--- src/design/pitot_as_pkg.sv ---
package pitot_as_pkg;

    // Converter and pressure scaling.
    localparam int ADC_BITS = 10;
    localparam int ADC_FS = (1 << ADC_BITS) - 1;
    localparam int P_SCALE = 3300;
    localparam int P_OFFSET = 2500;
    localparam int Q_W = 12;
    localparam int X_W = ADC_BITS + Q_W;
    localparam int PRES_W = 13;
    localparam int DIFF_W = 14;
    localparam int REL_W = 12;

    // Square root and filter widths.
    localparam int RAD_W = 32;
    localparam int ROOT_W = 16;
    localparam int SQREM_W = 18;
    localparam int SQ_STEPS = 16;
    localparam int SQ_CNT_W = 5;
    localparam int AIR_W = 16;
    localparam int FILT_W = 24;
    localparam int COEF_W = 16;
    localparam int PROD_A_W = COEF_W + FILT_W;
    localparam int PROD_B_W = COEF_W + ROOT_W;
    localparam logic [COEF_W-1:0] Q15_ONE = 16'd32768;
    localparam logic [COEF_W-1:0] COEF_RESET = 16'd22938;
    localparam logic [COEF_W-1:0] RATIO_RESET = 16'd8166;

    // Configuration register map.
    localparam int CFG_IDX_W = 1;
    localparam int CFG_DATA_W = 16;
    localparam logic [CFG_IDX_W-1:0] REG_LPF_COEF = 1'd0;
    localparam logic [CFG_IDX_W-1:0] REG_PITOT_RATIO = 1'd1;

    typedef struct packed {
        logic [ADC_BITS-1:0] adc_sample;
        logic                recalibrate;
    } in_item_t;

    typedef struct packed {
        logic [AIR_W-1:0] airspeed;
        logic [REL_W-1:0] relative_pressure;
        logic             calibrating;
    } out_item_t;

    // Commands from the controller to the datapath.
    typedef struct packed {
        logic accept;
        logic mulx;
        logic est;
        logic corr;
        logic cal_acc;
        logic div_load;
        logic div_step;
        logic set_off;
        logic rel;
        logic sq_load;
        logic sq_step;
        logic mulf1;
        logic mulf2;
        logic acc;
        logic out_load;
    } dp_cmd_t;

    // Status from the datapath to the controller.
    typedef struct packed {
        logic in_cal;
        logic cal_full;
        logic sq_last;
    } dp_sts_t;

endpackage

--- src/design/pitot_as_ctrl.sv ---
module pitot_as_ctrl
    import pitot_as_pkg::*;
(
    input  logic    aclk,
    input  logic    aresetn,
    input  logic    s_valid,
    output logic    s_ready,
    output logic    m_valid,
    input  logic    m_ready,
    input  dp_sts_t sts,
    output dp_cmd_t cmd
);

    typedef enum logic [12:0] {
        ST_IDLE   = 13'b0000000000001,
        ST_MULX   = 13'b0000000000010,
        ST_EST    = 13'b0000000000100,
        ST_CORR   = 13'b0000000001000,
        ST_CALACC = 13'b0000000010000,
        ST_DIV    = 13'b0000000100000,
        ST_SETOFF = 13'b0000001000000,
        ST_REL    = 13'b0000010000000,
        ST_SQLD   = 13'b0000100000000,
        ST_SQRT   = 13'b0001000000000,
        ST_MULF1  = 13'b0010000000000,
        ST_MULF2  = 13'b0100000000000,
        ST_OUT    = 13'b1000000000000
    } state_t;

    state_t state_reg, state_next;
    logic   m_valid_reg, m_valid_next;
    logic   acc_pending_reg, acc_pending_next;

    // Sequencing of one transaction through the datapath.
    always_comb begin
        cmd = '0;
        state_next = state_reg;
        acc_pending_next = 1'b0;
        case (state_reg)
            ST_IDLE: begin
                if (s_valid) begin
                    cmd.accept = 1'b1;
                    state_next = ST_MULX;
                end
            end
            ST_MULX: begin
                cmd.mulx = 1'b1;
                state_next = ST_EST;
            end
            ST_EST: begin
                cmd.est = 1'b1;
                state_next = ST_CORR;
            end
            ST_CORR: begin
                cmd.corr = 1'b1;
                if (sts.in_cal) begin
                    if (sts.cal_full) begin
                        cmd.div_load = 1'b1;
                        state_next = ST_DIV;
                    end else begin
                        state_next = ST_CALACC;
                    end
                end else begin
                    state_next = ST_REL;
                end
            end
            ST_CALACC: begin
                cmd.cal_acc = 1'b1;
                state_next = ST_OUT;
            end
            ST_DIV: begin
                cmd.div_step = 1'b1;
                state_next = ST_SETOFF;
            end
            ST_SETOFF: begin
                cmd.set_off = 1'b1;
                state_next = ST_OUT;
            end
            ST_REL: begin
                cmd.rel = 1'b1;
                state_next = ST_SQLD;
            end
            ST_SQLD: begin
                cmd.sq_load = 1'b1;
                state_next = ST_SQRT;
            end
            ST_SQRT: begin
                cmd.sq_step = 1'b1;
                if (sts.sq_last) begin
                    state_next = ST_MULF1;
                end
            end
            ST_MULF1: begin
                cmd.mulf1 = 1'b1;
                state_next = ST_MULF2;
            end
            ST_MULF2: begin
                cmd.mulf2 = 1'b1;
                acc_pending_next = 1'b1;
                state_next = ST_OUT;
            end
            ST_OUT: begin
                // The filter sum lands on the first cycle here.
                cmd.acc = acc_pending_reg;
                if (!acc_pending_reg && (!m_valid_reg || m_ready)) begin
                    cmd.out_load = 1'b1;
                    state_next = ST_IDLE;
                end else begin
                    acc_pending_next = 1'b0;
                end
            end
            default: begin
                state_next = ST_IDLE;
            end
        endcase
    end

    // Output valid is held until the receiver takes the transaction.
    always_comb begin
        m_valid_next = m_valid_reg;
        if (cmd.out_load) begin
            m_valid_next = 1'b1;
        end else if (m_ready) begin
            m_valid_next = 1'b0;
        end
    end

    always_ff @(posedge aclk) begin
        if (!aresetn) begin
            state_reg <= ST_IDLE;
            m_valid_reg <= 1'b0;
            acc_pending_reg <= 1'b0;
        end else begin
            state_reg <= state_next;
            m_valid_reg <= m_valid_next;
            acc_pending_reg <= acc_pending_next;
        end
    end

    assign s_ready = (state_reg == ST_IDLE);
    assign m_valid = m_valid_reg;

`ifndef SYNTHESIS
    // An accepted transaction keeps the input closed on the next cycle.
    a_accept_busy: assert property (@(posedge aclk) disable iff (!aresetn)
        s_valid && s_ready |=> !s_ready)
        else $error("input still open after accepting a transaction");

    // A new result is loaded only when the output register is free.
    a_out_slot: assert property (@(posedge aclk) disable iff (!aresetn)
        cmd.out_load |-> (!m_valid_reg || m_ready))
        else $error("result overwrote a pending transaction");

    // The offset multiply is always followed by the offset store.
    a_div_one: assert property (@(posedge aclk) disable iff (!aresetn)
        state_reg == ST_DIV |=> state_reg == ST_SETOFF)
        else $error("offset multiply did not finish in one cycle");
`endif

endmodule

--- src/design/pitot_as_dp.sv ---
module pitot_as_dp
    import pitot_as_pkg::*;
#(
    parameter int CAL_LENGTH = 100
)
(
    input  logic                  aclk,
    input  logic                  aresetn,
    input  in_item_t              s_data,
    output out_item_t             m_data,
    input  logic                  cfg_wr_en,
    input  logic [CFG_IDX_W-1:0]  cfg_index,
    input  logic [CFG_DATA_W-1:0] cfg_wdata,
    input  dp_cmd_t               cmd,
    output dp_sts_t               sts
);

    localparam int CNT_W = $clog2(CAL_LENGTH + 1);
    localparam int MAG_W = $clog2(P_OFFSET * CAL_LENGTH + 1);
    localparam int SUM_W = MAG_W + 1;
    // Rounded-up reciprocal of the window length; exact for every sum below 2**MAG_W.
    localparam int DIV_L = $clog2(CAL_LENGTH);
    localparam int DIV_SH = MAG_W + DIV_L;
    localparam int DIV_M_W = MAG_W + 1;
    localparam int DPROD_W = MAG_W + DIV_M_W;
    localparam logic [DIV_M_W-1:0] DIV_M = DIV_M_W'(((64'd1 << DIV_SH)
        + 64'(CAL_LENGTH) - 64'd1) / 64'(CAL_LENGTH));

    // Configuration registers.
    logic [COEF_W-1:0] lpf_coef_reg;
    logic [COEF_W-1:0] pitot_ratio_reg;

    always_ff @(posedge aclk) begin
        if (!aresetn) begin
            lpf_coef_reg <= COEF_RESET;
            pitot_ratio_reg <= RATIO_RESET;
        end else if (cfg_wr_en) begin
            case (cfg_index)
                REG_LPF_COEF:    lpf_coef_reg <= cfg_wdata;
                REG_PITOT_RATIO: pitot_ratio_reg <= cfg_wdata;
                default: ;
            endcase
        end
    end

    // Pressure conversion: adc * 3300 / full scale, done with a reciprocal series
    // and one correction step, then shifted down by the sensor offset.
    logic [ADC_BITS-1:0]   adc_reg;
    logic [X_W-1:0]        x_reg;
    logic [Q_W-1:0]        q_est_reg;
    logic signed [PRES_W-1:0] p_reg;
    logic [X_W:0]          y_sum;
    logic [X_W-1:0]        q_times_fs;
    logic [X_W-1:0]        x_rem;
    logic [Q_W-1:0]        q_fix;

    always_comb begin
        y_sum = {1'b0, x_reg} + (X_W + 1)'(x_reg >> ADC_BITS)
            + (X_W + 1)'(x_reg >> (2 * ADC_BITS));
        q_times_fs = {q_est_reg, ADC_BITS'(0)} - X_W'(q_est_reg);
        x_rem = x_reg - q_times_fs;
        q_fix = (x_rem >= X_W'(ADC_FS)) ? q_est_reg + Q_W'(1) : q_est_reg;
    end

    always_ff @(posedge aclk) begin
        if (cmd.accept) begin
            adc_reg <= s_data.adc_sample;
        end
        if (cmd.mulx) begin
            x_reg <= X_W'(adc_reg) * X_W'(P_SCALE);
        end
        if (cmd.est) begin
            q_est_reg <= Q_W'(y_sum >> ADC_BITS);
        end
        if (cmd.corr) begin
            p_reg <= $signed({1'b0, q_fix}) - PRES_W'(P_OFFSET);
        end
    end

    // Calibration state and the offset divider, a multiply by the reciprocal
    // of the window length.
    logic [CNT_W-1:0]          cal_count_reg;
    logic signed [SUM_W-1:0]   cal_sum_reg;
    logic signed [PRES_W-1:0]  zero_offset_reg;
    logic                      in_cal_reg;
    logic                      item_cal_reg;
    logic [MAG_W-1:0]          dmag_reg;
    logic                      dneg_reg;
    logic [DPROD_W-1:0]        dprod_reg;
    logic [MAG_W-1:0]          sum_mag;
    logic [PRES_W-1:0]         quot;

    always_comb begin
        sum_mag = cal_sum_reg[SUM_W-1] ? MAG_W'(-cal_sum_reg) : MAG_W'(cal_sum_reg);
        quot = {1'b0, dprod_reg[DIV_SH +: Q_W]};
    end

    always_ff @(posedge aclk) begin
        if (!aresetn) begin
            cal_count_reg <= '0;
            cal_sum_reg <= '0;
            zero_offset_reg <= '0;
            in_cal_reg <= 1'b1;
        end else begin
            if (cmd.accept && s_data.recalibrate) begin
                cal_count_reg <= '0;
                cal_sum_reg <= '0;
                in_cal_reg <= 1'b1;
            end
            if (cmd.cal_acc) begin
                cal_count_reg <= cal_count_reg + CNT_W'(1);
                cal_sum_reg <= cal_sum_reg + SUM_W'(p_reg);
            end
            if (cmd.set_off) begin
                zero_offset_reg <= dneg_reg ? -$signed(quot) : $signed(quot);
                in_cal_reg <= 1'b0;
            end
        end
    end

    always_ff @(posedge aclk) begin
        if (cmd.corr) begin
            item_cal_reg <= in_cal_reg;
        end
        if (cmd.div_load) begin
            dmag_reg <= sum_mag;
            dneg_reg <= cal_sum_reg[SUM_W-1];
        end
        if (cmd.div_step) begin
            dprod_reg <= DPROD_W'(dmag_reg) * DPROD_W'(DIV_M);
        end
    end

    // Relative pressure and the bit-serial square root, two bits per step.
    logic signed [DIFF_W-1:0] diff;
    logic [REL_W-1:0]         rel_reg;
    logic [RAD_W-1:0]         rad_reg;
    logic [ROOT_W-1:0]        root_reg;
    logic [SQREM_W-1:0]       sqrem_reg;
    logic [SQ_CNT_W-1:0]      sq_cnt_reg;
    logic [SQREM_W+1:0]       sqrem_sh;
    logic [SQREM_W+1:0]       sq_trial;
    logic                     sq_ge;

    always_comb begin
        diff = DIFF_W'(p_reg) - DIFF_W'(zero_offset_reg);
        sqrem_sh = {sqrem_reg, rad_reg[RAD_W-1 -: 2]};
        sq_trial = {2'b00, root_reg, 2'b01};
        sq_ge = sqrem_sh >= sq_trial;
    end

    always_ff @(posedge aclk) begin
        if (cmd.rel) begin
            rel_reg <= (diff > 0) ? diff[REL_W-1:0] : '0;
        end
        if (cmd.sq_load) begin
            rad_reg <= {(RAD_W - 4)'(rel_reg * pitot_ratio_reg), 4'b0000};
            root_reg <= '0;
            sqrem_reg <= '0;
            sq_cnt_reg <= SQ_CNT_W'(SQ_STEPS);
        end else if (cmd.sq_step) begin
            rad_reg <= {rad_reg[RAD_W-3:0], 2'b00};
            root_reg <= {root_reg[ROOT_W-2:0], sq_ge};
            sqrem_reg <= sq_ge ? SQREM_W'(sqrem_sh - sq_trial) : SQREM_W'(sqrem_sh);
            sq_cnt_reg <= sq_cnt_reg - SQ_CNT_W'(1);
        end
    end

    // Low-pass filter: coef*old + (1-coef)*s, rounded half up, Q8.16 state.
    logic [COEF_W-1:0]   coef_c;
    logic [PROD_A_W-1:0] prod_a_reg;
    logic [PROD_B_W-1:0] prod_b_reg;
    logic [FILT_W-1:0]   filt_reg;
    logic [PROD_A_W:0]   acc_sum;
    logic [PROD_A_W-15:0] acc_sh;
    logic [FILT_W-1:0]   filt_new;

    always_comb begin
        coef_c = (lpf_coef_reg > Q15_ONE) ? Q15_ONE : lpf_coef_reg;
        acc_sum = {1'b0, prod_a_reg} + (PROD_A_W + 1)'({prod_b_reg, 8'h00})
            + (PROD_A_W + 1)'(16384);
        acc_sh = acc_sum[PROD_A_W:15];
        filt_new = (|acc_sh[PROD_A_W-15:FILT_W]) ? '1 : acc_sh[FILT_W-1:0];
    end

    always_ff @(posedge aclk) begin
        if (!aresetn) begin
            filt_reg <= '0;
        end else if (cmd.accept && s_data.recalibrate) begin
            filt_reg <= '0;
        end else if (cmd.acc) begin
            filt_reg <= filt_new;
        end
    end

    always_ff @(posedge aclk) begin
        if (cmd.mulf1) begin
            prod_a_reg <= coef_c * filt_reg;
        end
        if (cmd.mulf2) begin
            prod_b_reg <= (Q15_ONE - coef_c) * root_reg;
        end
    end

    // Output register.
    out_item_t m_data_reg;

    always_ff @(posedge aclk) begin
        if (cmd.out_load) begin
            m_data_reg.calibrating <= item_cal_reg;
            m_data_reg.airspeed <= item_cal_reg ? '0 : filt_reg[FILT_W-1 -: AIR_W];
            m_data_reg.relative_pressure <= item_cal_reg ? '0 : rel_reg;
        end
    end

    assign m_data = m_data_reg;

    assign sts.in_cal = in_cal_reg;
    assign sts.cal_full = (cal_count_reg == CNT_W'(CAL_LENGTH));
    assign sts.sq_last = (sq_cnt_reg == SQ_CNT_W'(1));

`ifndef SYNTHESIS
    // The zero offset always lies within the range of converted pressures.
    a_offset_range: assert property (@(posedge aclk) disable iff (!aresetn)
        zero_offset_reg >= -13'sd2500 && zero_offset_reg <= 13'sd800)
        else $error("zero offset outside the pressure range");

    // Storing the offset ends calibration.
    a_cal_end: assert property (@(posedge aclk) disable iff (!aresetn)
        cmd.set_off |=> !in_cal_reg)
        else $error("calibration did not end after offset update");

    // The calibration count never runs past the window length.
    a_cal_count: assert property (@(posedge aclk) disable iff (!aresetn)
        cal_count_reg <= CNT_W'(CAL_LENGTH))
        else $error("calibration count past the window length");
`endif

endmodule

--- src/design/pitot_airspeed_estimator.sv ---
// Pitot airspeed estimator.
// Input channel s_valid/s_ready/s_data carries one 10-bit ADC reading and a
// recalibrate flag per transaction. Output channel m_valid/m_ready/m_data
// returns exactly one result per input: filtered airspeed (Q8.8), pressure
// above the zero offset in pascals, and a calibrating flag.
// Configuration is a write-only port (cfg_wr_en, cfg_index, cfg_wdata):
// index 0 is the low-pass coefficient, index 1 the pitot ratio.
// One transaction is handled at a time. A normal sample spends most of its time
// in the 16-step square root, and the input opens in the cycle after the
// result is loaded. A calibration sample skips the square root and filter,
// and the sample that ends calibration also passes through the reciprocal
// multiply that forms the zero offset.
// After reset (aresetn low, synchronous) the registers hold their defaults
// and the next CAL_LENGTH samples are averaged into the zero offset.
// A finished result sits in the output register; the block takes the next
// input while it waits, and stalls only before loading another result.
module pitot_airspeed_estimator
    import pitot_as_pkg::*;
#(
    parameter int CAL_LENGTH = 100
)
(
    input  logic                  aclk,
    input  logic                  aresetn,
    input  logic                  s_valid,
    output logic                  s_ready,
    input  in_item_t              s_data,
    output logic                  m_valid,
    input  logic                  m_ready,
    output out_item_t             m_data,
    input  logic                  cfg_wr_en,
    input  logic [CFG_IDX_W-1:0]  cfg_index,
    input  logic [CFG_DATA_W-1:0] cfg_wdata
);

    dp_cmd_t cmd;
    dp_sts_t sts;

    pitot_as_ctrl u_ctrl (
        .aclk    (aclk),
        .aresetn (aresetn),
        .s_valid (s_valid),
        .s_ready (s_ready),
        .m_valid (m_valid),
        .m_ready (m_ready),
        .sts     (sts),
        .cmd     (cmd)
    );

    pitot_as_dp #(
        .CAL_LENGTH (CAL_LENGTH)
    ) u_dp (
        .aclk      (aclk),
        .aresetn   (aresetn),
        .s_data    (s_data),
        .m_data    (m_data),
        .cfg_wr_en (cfg_wr_en),
        .cfg_index (cfg_index),
        .cfg_wdata (cfg_wdata),
        .cmd       (cmd),
        .sts       (sts)
    );

endmodule

--- config.mk ---
export PLATFORM = sky130hd
export DESIGN_NAME = pitot_airspeed_estimator
export DESIGN_NICKNAME = d
export VERILOG_FILES = /design/src/design/pitot_as_pkg.sv /design/src/design/pitot_as_ctrl.sv /design/src/design/pitot_as_dp.sv /design/src/design/pitot_airspeed_estimator.sv
export SDC_FILE = /design/constraint.sdc
export NUM_CORES = 2
export LEC_CHECK = 0
export ABC_AREA = 1
export BUFFER_PORTS_ARGS = -buffer_cell sky130_fd_sc_hd__buf_2
export CORE_MARGIN = 1.5
export CORE_UTILIZATION = 55
export DETAILED_ROUTE_END_ITERATION = 16
export PLACE_DENSITY = 0.81
export SLEW_MARGIN = 20
export SYNTH_ARGS = -nofsm -noshare
export SYNTH_HDL_FRONTEND = slang
export SYNTH_SLANG_ARGS = --single-unit
--- constraint.sdc ---
create_clock -name aclk -period 7.9 [get_ports aclk]
set_input_delay 0 -clock aclk [delete_from_list [all_inputs] [get_ports aclk]]
set_output_delay 0 -clock aclk [all_outputs]
set_load 0.01 [all_outputs]
==> summary.md <==
| Metric | Value |
|---|---|
| Run status | `complete, no violations` |
| Clk buf depth | `3` |
| Reg2reg setup slack | `0.29 ns` |
| Unique masters post-synth | `65` |
| WP buf/inv | `6` |
| Ports | `64` |
| Register area | `9609 um2` |
| Met3 routed WL | `16.06 mm` |
| Mean area per synthesized cell | `8.298 um2` |
| Commonest non-fill, non-tap cells in the layout | `1560 x inv_1, 1345 x nand2_1, 858 x fa_1` |
| Skew final | `0.02503 ns` |
| Synthesized instance count | `6834` |
| IO buf count | `63` |
| Die Area | `105000 um2` |
| Startpoint types | `flop` |
| Max Clk Rate | `0.1314 GHz` |
| CP dominant cell by count | `fa_1` |
| Req. time, crit path | `8.27 ns` |
| FFs w/ async S/R, synth | `0%` |
| H-tree levels | `2` |
| Hold Crit Class | `in2reg` |
| Post-synth EDFFs | `220` |
| Fin crit share | `96.31%` |
| Minimum clock period | `7.608 ns` |
| Vias in the first global route | `46989` |
| Antenna Nets Post-Route | `0` |
| CORE AREA | `102000 um2` |
| Maximum fanout along the worst path | `18` |
| DIE WIDTH | `324.1 um` |
| Grt total ovfl | `0` |
| Layout cells sized above 1 | `5.504%` |
| CTS clock-pin slew for the worst setup and hold paths | `0.06 ns` |
| Multi-input gate area | `40480 um2` |
| Final-stage net count | `8417` |
| FF-to-FF Start | `u_dp.lpf_coef_reg[1]` |
| Synth Warn # | `0` |
| Worst reg2reg path endpoint | `u_dp.prod_b_reg[31]` |
| Met2 WL | `68.12 mm` |
| Most common cell after layout, fill and taps aside | `inv_1` |
| Slowest CP cell | `fa_1` |
| Largest net degree at the start of global routing | `50` |
| Slowest stage delay, CP | `0.55 ns` |
| Max transition margin | `27.90%` |
| Setup-failing EPs final | `0` |
| Cell Area, Placed | `58680 um2` |
| Synthesized net count | `8349` |
| Yosys reg bits | `370` |
| Initial Util | `55.58%` |
| 1st-iter DRT viols | `4326` |
| Final hold violation count | `0` |
| Highest routed layer | `met5` |
| Yosys top cell by area | `fa_1` |
| Max cap viols | `0` |
| Crit path DAT | `7.98 ns` |
| Vias per Instance | `5.537` |
| Area delta synth->final | `7.405%` |
| Fillers | `8693` |
| Cell area after layout | `60900 um2` |
| Clk root buf | `clkbuf_16` |
| Crit Path Category | `reg2reg` |
| Detail Placement HPWL | `122.2 mm` |
| Top post-synthesis cells by area | `fa_1 30%, ha_1 14%, edfxtp_1 12%` |
| Worst skew pair latency | `0.65 ns` |
| Endpoint class of the critical path | `flop` |
| Worst hold stages | `2` |
| Yosys top cell area share | `30.36%` |
| Worst slew pin tran | `1.075 ns` |
| Total CTS buffers | `46` |
| Register area share after synthesis | `16.95%` |
| Netlist Area Pre-Place | `56710 um2` |
| Min-delay src | `s_data[3]` |
| Routed len/inst | `18.29 um` |
| Top cell family by delay on the critical path | `adder cells` |
| DR DRC count | `0` |
| Final Wtd Congestion | `1.007` |
| Setup total negative slack | `0 ns` |
| Die height | `324.1 um` |
| CTS tree | `built` |
| Clock tree sinks | `370` |
| Via count of the routed design | `46010` |
| TritonRoute pass-1 iters | `6` |
| Global-route wire length before repair | `244.9 mm` |
| Routed wire length | `152.0 mm` |
| Reg2Reg Depth | `28` |
| Hold EP | `u_dp.adc_reg[2]` |
| Fin. max-slew vios | `0` |
| Met1 WL | `61.62 mm` |
| Top_reg_cell synth | `edfxtp_1` |
| Gr usage total | `29.80%` |
| Site Rows | `117` |
| Initial antenna violation count | `1` |
==> metal layers <==
metal | vias to the layer above | global-route usage, %
met5 | - | 0
met4 | 2 | 11.05
met3 | 396 | 6.337
met2 | 2251 | 47.26
met1 | 22286 | 40.22
li1 | 21075 | -
==> repair_timing <==
item,CTS,global route
resized for setup,0,23
setup buffers,0,4
endpoints found under the hold margin,73,0
hold buffers,48,0
endpoints found under the setup margin,0,17
==> through the flow <==
stage                     utilization [%]  worst slack, ns  instances  hold slack [ns]
after floorplan                         -           0.7584       6834          0.09887
after global placement              57.51           0.2144       8169           0.1768
after detailed placement            57.51           0.1555       8169           0.1781
after CTS                           59.56           0.1440       8303          0.02109
after global routing                59.69         -0.05527       8308          0.04525
final                               59.69           0.2915       8309          0.07496
==> worst reg2reg max path, delay by kind of cell (launching register included) <==
| family | cells | cell delay (ns) |
|---|---|---|
| AO/OA/AOI/OAI | 5 | 1.05 |
| XOR/XNOR | 1 | 0.20 |
| adder cells (fa/ha/maj) | 7 | 3.30 |
| buffers and inverters | 6 | 0.68 |
| flip-flops | 1 | 0.34 |
| AND/OR/NAND/NOR | 9 | 1.77 |
==> cells in the mapped netlist, types with 49 or more instances <==
master    count
a21oi_1     318
nand2_1    1346
inv_1      1563
nand3_1     159
nand4_1      49
edfxtp_1    220
ha_1        622
xor2_1      146
dfxtp_1     150
clkbuf_1    155
nor3_1       75
fa_1        860
nor2_1      550
xnor2_1      64
o21ai_0     193
==> worst max-delay path by stage <==
stage          slack (ns)             endpoint            startpoint  cells after the start
6_report             0.29  u_dp.prod_b_reg[31]  u_dp.lpf_coef_reg[1]                     28
5_1_grt             -0.06  u_dp.prod_b_reg[31]  u_dp.lpf_coef_reg[1]                     32
4_1_cts              0.14  u_dp.prod_b_reg[29]  u_dp.lpf_coef_reg[1]                     31
3_5_place_dp         0.16  u_dp.prod_b_reg[29]  u_dp.lpf_coef_reg[0]                     31
3_3_place_gp         0.21  u_dp.prod_b_reg[29]  u_dp.lpf_coef_reg[2]                     31
2_1_floorplan        0.76  u_dp.prod_b_reg[25]  u_dp.lpf_coef_reg[2]                     39
==> cell families (layout without fill, tap and decap cells) <==
group / Yosys count / count (layout) / share of synthesized area [%]
and+or+nand+nor: 2309 / 2309 / 17.01
adders and majority gates: 1482 / 1482 / 44.09
other: 0 / 1 / 0
DFF: 370 / 370 / 16.95
xor gates and xnor gates: 211 / 211 / 3.272
AOI/OAI and AO/OA: 686 / 686 / 6.849
buffers and inverters: 1776 / 1882 / 11.84
==> area by class of cell <==
cell class | count | area share [%]
Clock inverter | 25 | 0.4602
Timing Repair Buffer | 199 | 2.424
Antenna cell | 1 | 0.004109
Tap cell | 1368 | 2.810
Clock buffer | 61 | 2.194
Inverter | 1597 | 9.871
Sequential cell | 370 | 15.78
Multi-Input combinational cell | 4688 | 66.46
Power is not shown: default switching activity piles up to over one toggle a cycle in this logic, so the estimate is an artifact.
